<file path="src/vdh_ram.sv">
module vdh_ram #(
    parameter int WIDTH = 8,
    parameter int DEPTH = 16
) (
    input  logic                     clk,
    input  logic                     we,
    input  logic [$clog2(DEPTH)-1:0] waddr,
    input  logic [WIDTH-1:0]         wdata,
    input  logic                     re,
    input  logic [$clog2(DEPTH)-1:0] raddr,
    output logic [WIDTH-1:0]         rdata
);

    logic [WIDTH-1:0] mem [DEPTH];

    always_ff @(posedge clk)
    begin
        if (we)
        begin
            mem[waddr] <= wdata;
        end
        if (re)
        begin
            rdata <= mem[raddr];
        end
    end

endmodule

</file>
<file path="config.mk">
export PLATFORM = sky130hd
export DESIGN_NAME = vdh_ram
export DESIGN_NICKNAME = d
export VERILOG_FILES = /design/src/vdh_ram.sv
export SDC_FILE = /design/constraint.sdc
export NUM_CORES = 1
export LEC_CHECK = 0
export ABC_AREA = 1
export BUFFER_PORTS_ARGS = -buffer_cell sky130_fd_sc_hd__buf_4
export CORE_MARGIN = 2
export CORE_UTILIZATION = 61
export DETAILED_ROUTE_END_ITERATION = 6
export GPL_TIMING_DRIVEN = 0
export PLACE_DENSITY_LB_ADDON = 0.3
export SETUP_SLACK_MARGIN = 0.15
export SLEW_MARGIN = 20
export SYNTH_ARGS = -nofsm -noshare
export SYNTH_HDL_FRONTEND = slang
export SYNTH_SLANG_ARGS = --single-unit
</file>
<file path="constraint.sdc">
create_clock -name clk -period 1.3 [get_ports clk]
set_input_delay 0.195 -clock clk [delete_from_list [all_inputs] [get_ports clk]]
set_output_delay 0.195 -clock clk [all_outputs]
set_load 0.005 [all_outputs]
</file>
* Yosys cells after proc, flatten, opt, wreduce, memory -nomap -nowiden *
Memories as Yosys holds them, arrays and structs flattened. A register that Yosys moved wholly into a read port is not among the register bits.
Cells that the tools add are included.

word-level totals
  input bits = 19
  RAM bits = 128
  flip-flop bits (word level) = 0
  output and inout port bits = 8
  logic and storage cells = 3
  memories = 1

memories
  name  words  bits a word  rd ports  clocked after Yosys merged registers in  write ports  line  RTL
  mem   16     8            1         1                                        1            14    logic [WIDTH-1:0] mem [DEPTH];

operators by class
  mux-type cells = 2

operator list
  kind               number
  two-way mux 1 bit  2

* Longest topological paths before layout *
  depth in word-level cells = 2
  mapped depth = 8
  depth with buffers taken out = 7

* Worst setup path after synthesis *
OpenSTA, ideal clock, no wires.

  path kind = input port to flip-flop
  start point = input waddr[2]
  end point = memory mem[10][0] (enable)
  path buffers = 0
  library setup time = 0.370 ns
  stages = 2
  data arrival time = 0.776 ns
  setup slack = 0.154 ns
  path through = nand3b_1 > nor2_1

RTL lines
  element             line  RTL
  start: declaration  7     input logic [$clog2(DEPTH)-1:0] waddr,
  end: declaration    14

Straight into the memory's write port.

* Final worst setup path *
  start point = register rdata[2] (read register of mem)
  end point = output rdata[2]

RTL lines
  element             line  RTL
  start: declaration  11    output logic [WIDTH-1:0] rdata

No word-level cell between the ends.

==> summary.md <==
| Metric | Value |
|---|---|
| Outcome | `complete, but fails checks` |
| Violated checks | `design-rule violations` |
| Placed insts | `703` |
| CP max stage delay | `0.39 ns` |
| Max-slew violations | `0` |
| Die Wd | `102 µm` |
| Sequential area share after synthesis | `0.698` |
| Antenna-violating nets left | `0` |
| Total wire length | `14.0 mm` |
| Maximum VDD drop | `1670 µV` |
| Num Clock Sinks | `136` |
| Worst-path clk slew | `0.06 ns` |
| Crit. End Element | `output pin` |
| Critical path launch point type | `flip-flop` |
| Total core area | `9280 µm²` |
| Most frequent cells in the layout | `nand2_1 (168), edfxtp_1 (136), inv_1 (99)` |
| Slew @ Worst Pin | `0.932 ns` |
| Max-cap viol count | `0` |
| NumNets Final | `614` |
| # fillers | `583` |
| Wirelength per Cell | `19.0 µm` |
| Skew-Pair Late Insertion Delay | `0.53 ns` |
| Delay-heaviest family, CP | `flip-flops` |
| Layout cells sized above 1 | `0.191` |
| GR peak layer | `met2` |
| P_leak | `2.99 nW` |
| Vias per Instance | `5.59` |
| Clk buf depth | `2` |
| Dominant cell type by area after synthesis | `edfxtp_1` |
| Drt pass-1 iters | `7` |
| WHS | `0.0172 ns` |
| Initial antenna violation count | `0` |
| Core Util, Final | `0.750` |
| Synth Area per Inst | `10.6 µm²` |
| Min-Delay Path Class | `input port to flip-flop` |
| F_max | `805 MHz` |
| Drt drc | `2` |
| Slew headroom | `0.376` |
| Ranking of synthesized cells by area | `edfxtp_1 (70%), nand2_1 (11%), nand3_1 (8.3%)` |
| Initial core utilization | `0.630` |
| Yosys top cell area share | `0.698` |
| Vias | `4117` |
| Slowest-stage cell, CP | `edfxtp_1` |
| DR iter-0 viols | `609` |
| Post-DP Area | `6180 µm²` |
| Final hold vios | `0` |
| Row cnt | `35` |
| PortBufs | `23` |
| RePlAce Congestion | `0.887` |
| CTS tree | `built` |
| Die height | `102 µm` |
| Worst path required time | `1.11 ns` |
| Met2 Usage GRT | `0.451` |
| CP max FO | `1` |
| PD cells | `1480 nW/µm²` |
| Post-route cell area | `6970 µm²` |
| Netlist Area Pre-Place | `5850 µm²` |
| GR met1 Demand/Resource | `0.383` |
| Buf+Inv Stages, Crit Path | `1` |
| Final Cycle Share | `0.955` |
| Post-DP HPWL | `8.66 mm` |
| Setup Buffers After CTS | `0` |
| Worst Path Arrival | `1.05 ns` |
| Worst clock skew | `0.00448 ns` |
| Synth Net Count | `570` |
| Cells after Synth | `551` |
| Crit Path Category | `flip-flop to output pin` |
| Total CTS buffers | `17` |
| Global-route wire length before repair | `20.4 mm` |
| Vias in the first global route | `3775` |
| Non-filler cells, final | `737` |
| Yosys reg bits | `136` |
| Grt total ovfl | `0` |
| Ant diodes | `0` |
| Largest net degree at the start of global routing | `17` |
| # setup viols final | `0` |
| GR Util met3 | `0.0698` |
| Most common cell after layout, fill and taps aside | `nand2_1` |
| RSZ-0062 raised after global routing | `true` |
| Gr usage total | `0.280` |
| Minimum clock period | `1.24 ns` |
| Syn. warnings | `0` |
| Total die area | `10400 µm²` |
| Unique masters post-synth | `11` |
| Root Buffer | `clkbuf_8` |
| # IOs | `27` |
| Max H-tree Level | `4` |
| Critical path cell sequence | `buf_6` |
| Layout area overhead | `19.1%` |
## power by group
part           internal, W  switching (W)
Sequential         0.00494      0.0000265
Combinational     0.000234       0.000488
Clock              0.00288        0.00175
Total              0.00806        0.00226
## path summary, 6_finish.rpt
path              slack [ns]                  from  cells past startpoint                   to
setup reg to reg        0.14  mem[11][2]$_DFFE_PP_                      6   rdata[2]$_DFFE_PP_
hold reg to reg         0.81   mem[6][7]$_DFFE_PP_                      6   rdata[7]$_DFFE_PP_
hold / removal          0.02              wdata[1]                      1  mem[5][1]$_DFFE_PP_
setup / recovery        0.06    rdata[2]$_DFFE_PP_                      1             rdata[2]
## layer usage
layer | vias to the layer above | wire, µm
met5 | - | 0
met4 | 0 | 317
met3 | 34 | 1530
met2 | 280 | 6800
met1 | 1934 | 5390
li1 | 1869 | -
## repair_timing
action	CTS	global route
setup endpoints to repair	14	32
resized for setup	3	41
pin swaps	1	14
hold buffers	2	0
hold endpoints to repair	24	0
## synth_stat cells, drive strengths merged
| master | count |
|---|---|
| buf | 24 |
| nor2 | 17 |
| nand2 | 173 |
| edfxtp | 136 |
| nand3b | 2 |
| nand3 | 97 |
| inv | 102 |
## worst reg2reg max path, cell delays in order, from the launching register on
cell and delay [ns]:
edfxtp_1 0.38, inv_1 0.08, nand2_1 0.06, nand3_1 0.11, nand3_1 0.11, nand3_2 0.11, nand2_2 0.07
## sequential cells by signal, indices dropped and copies added (netlist names)
name / cells
mem: 128
rdata: 8
## through the flow
step	worst slack, ns	power, W	setup TNS [ns]
after detailed placement	-0.345	0.00569	-31.24
after global routing	0.0287	0.0106	0
after global placement	-0.336	0.00567	-26.69
after floorplan	0.154	0.00540	0
after CTS	0.0378	0.0102	0
final	0.0582	0.0103	0
## cell families (layout without fill, tap and decap cells)
logic type,count (synthesis),after routing,share of synthesized area
AND/OR/NAND/NOR,289,289,0.208
buffers and inverters,126,183,0.0939
flip-flops,136,136,0.698
## cell type report
cell class,count,area (µm²),share of cell area
multi-input cells,289,1390,0.200
repair buffers,25,204,0.0293
flip-flops and latches,136,4080,0.586
clock inverters,15,159,0.0228
well taps,129,161,0.0232
clock buffers,17,414,0.0595
plain buffers,24,166,0.0239
inverters,102,383,0.0550
Power figures use the tool's default switching activity.
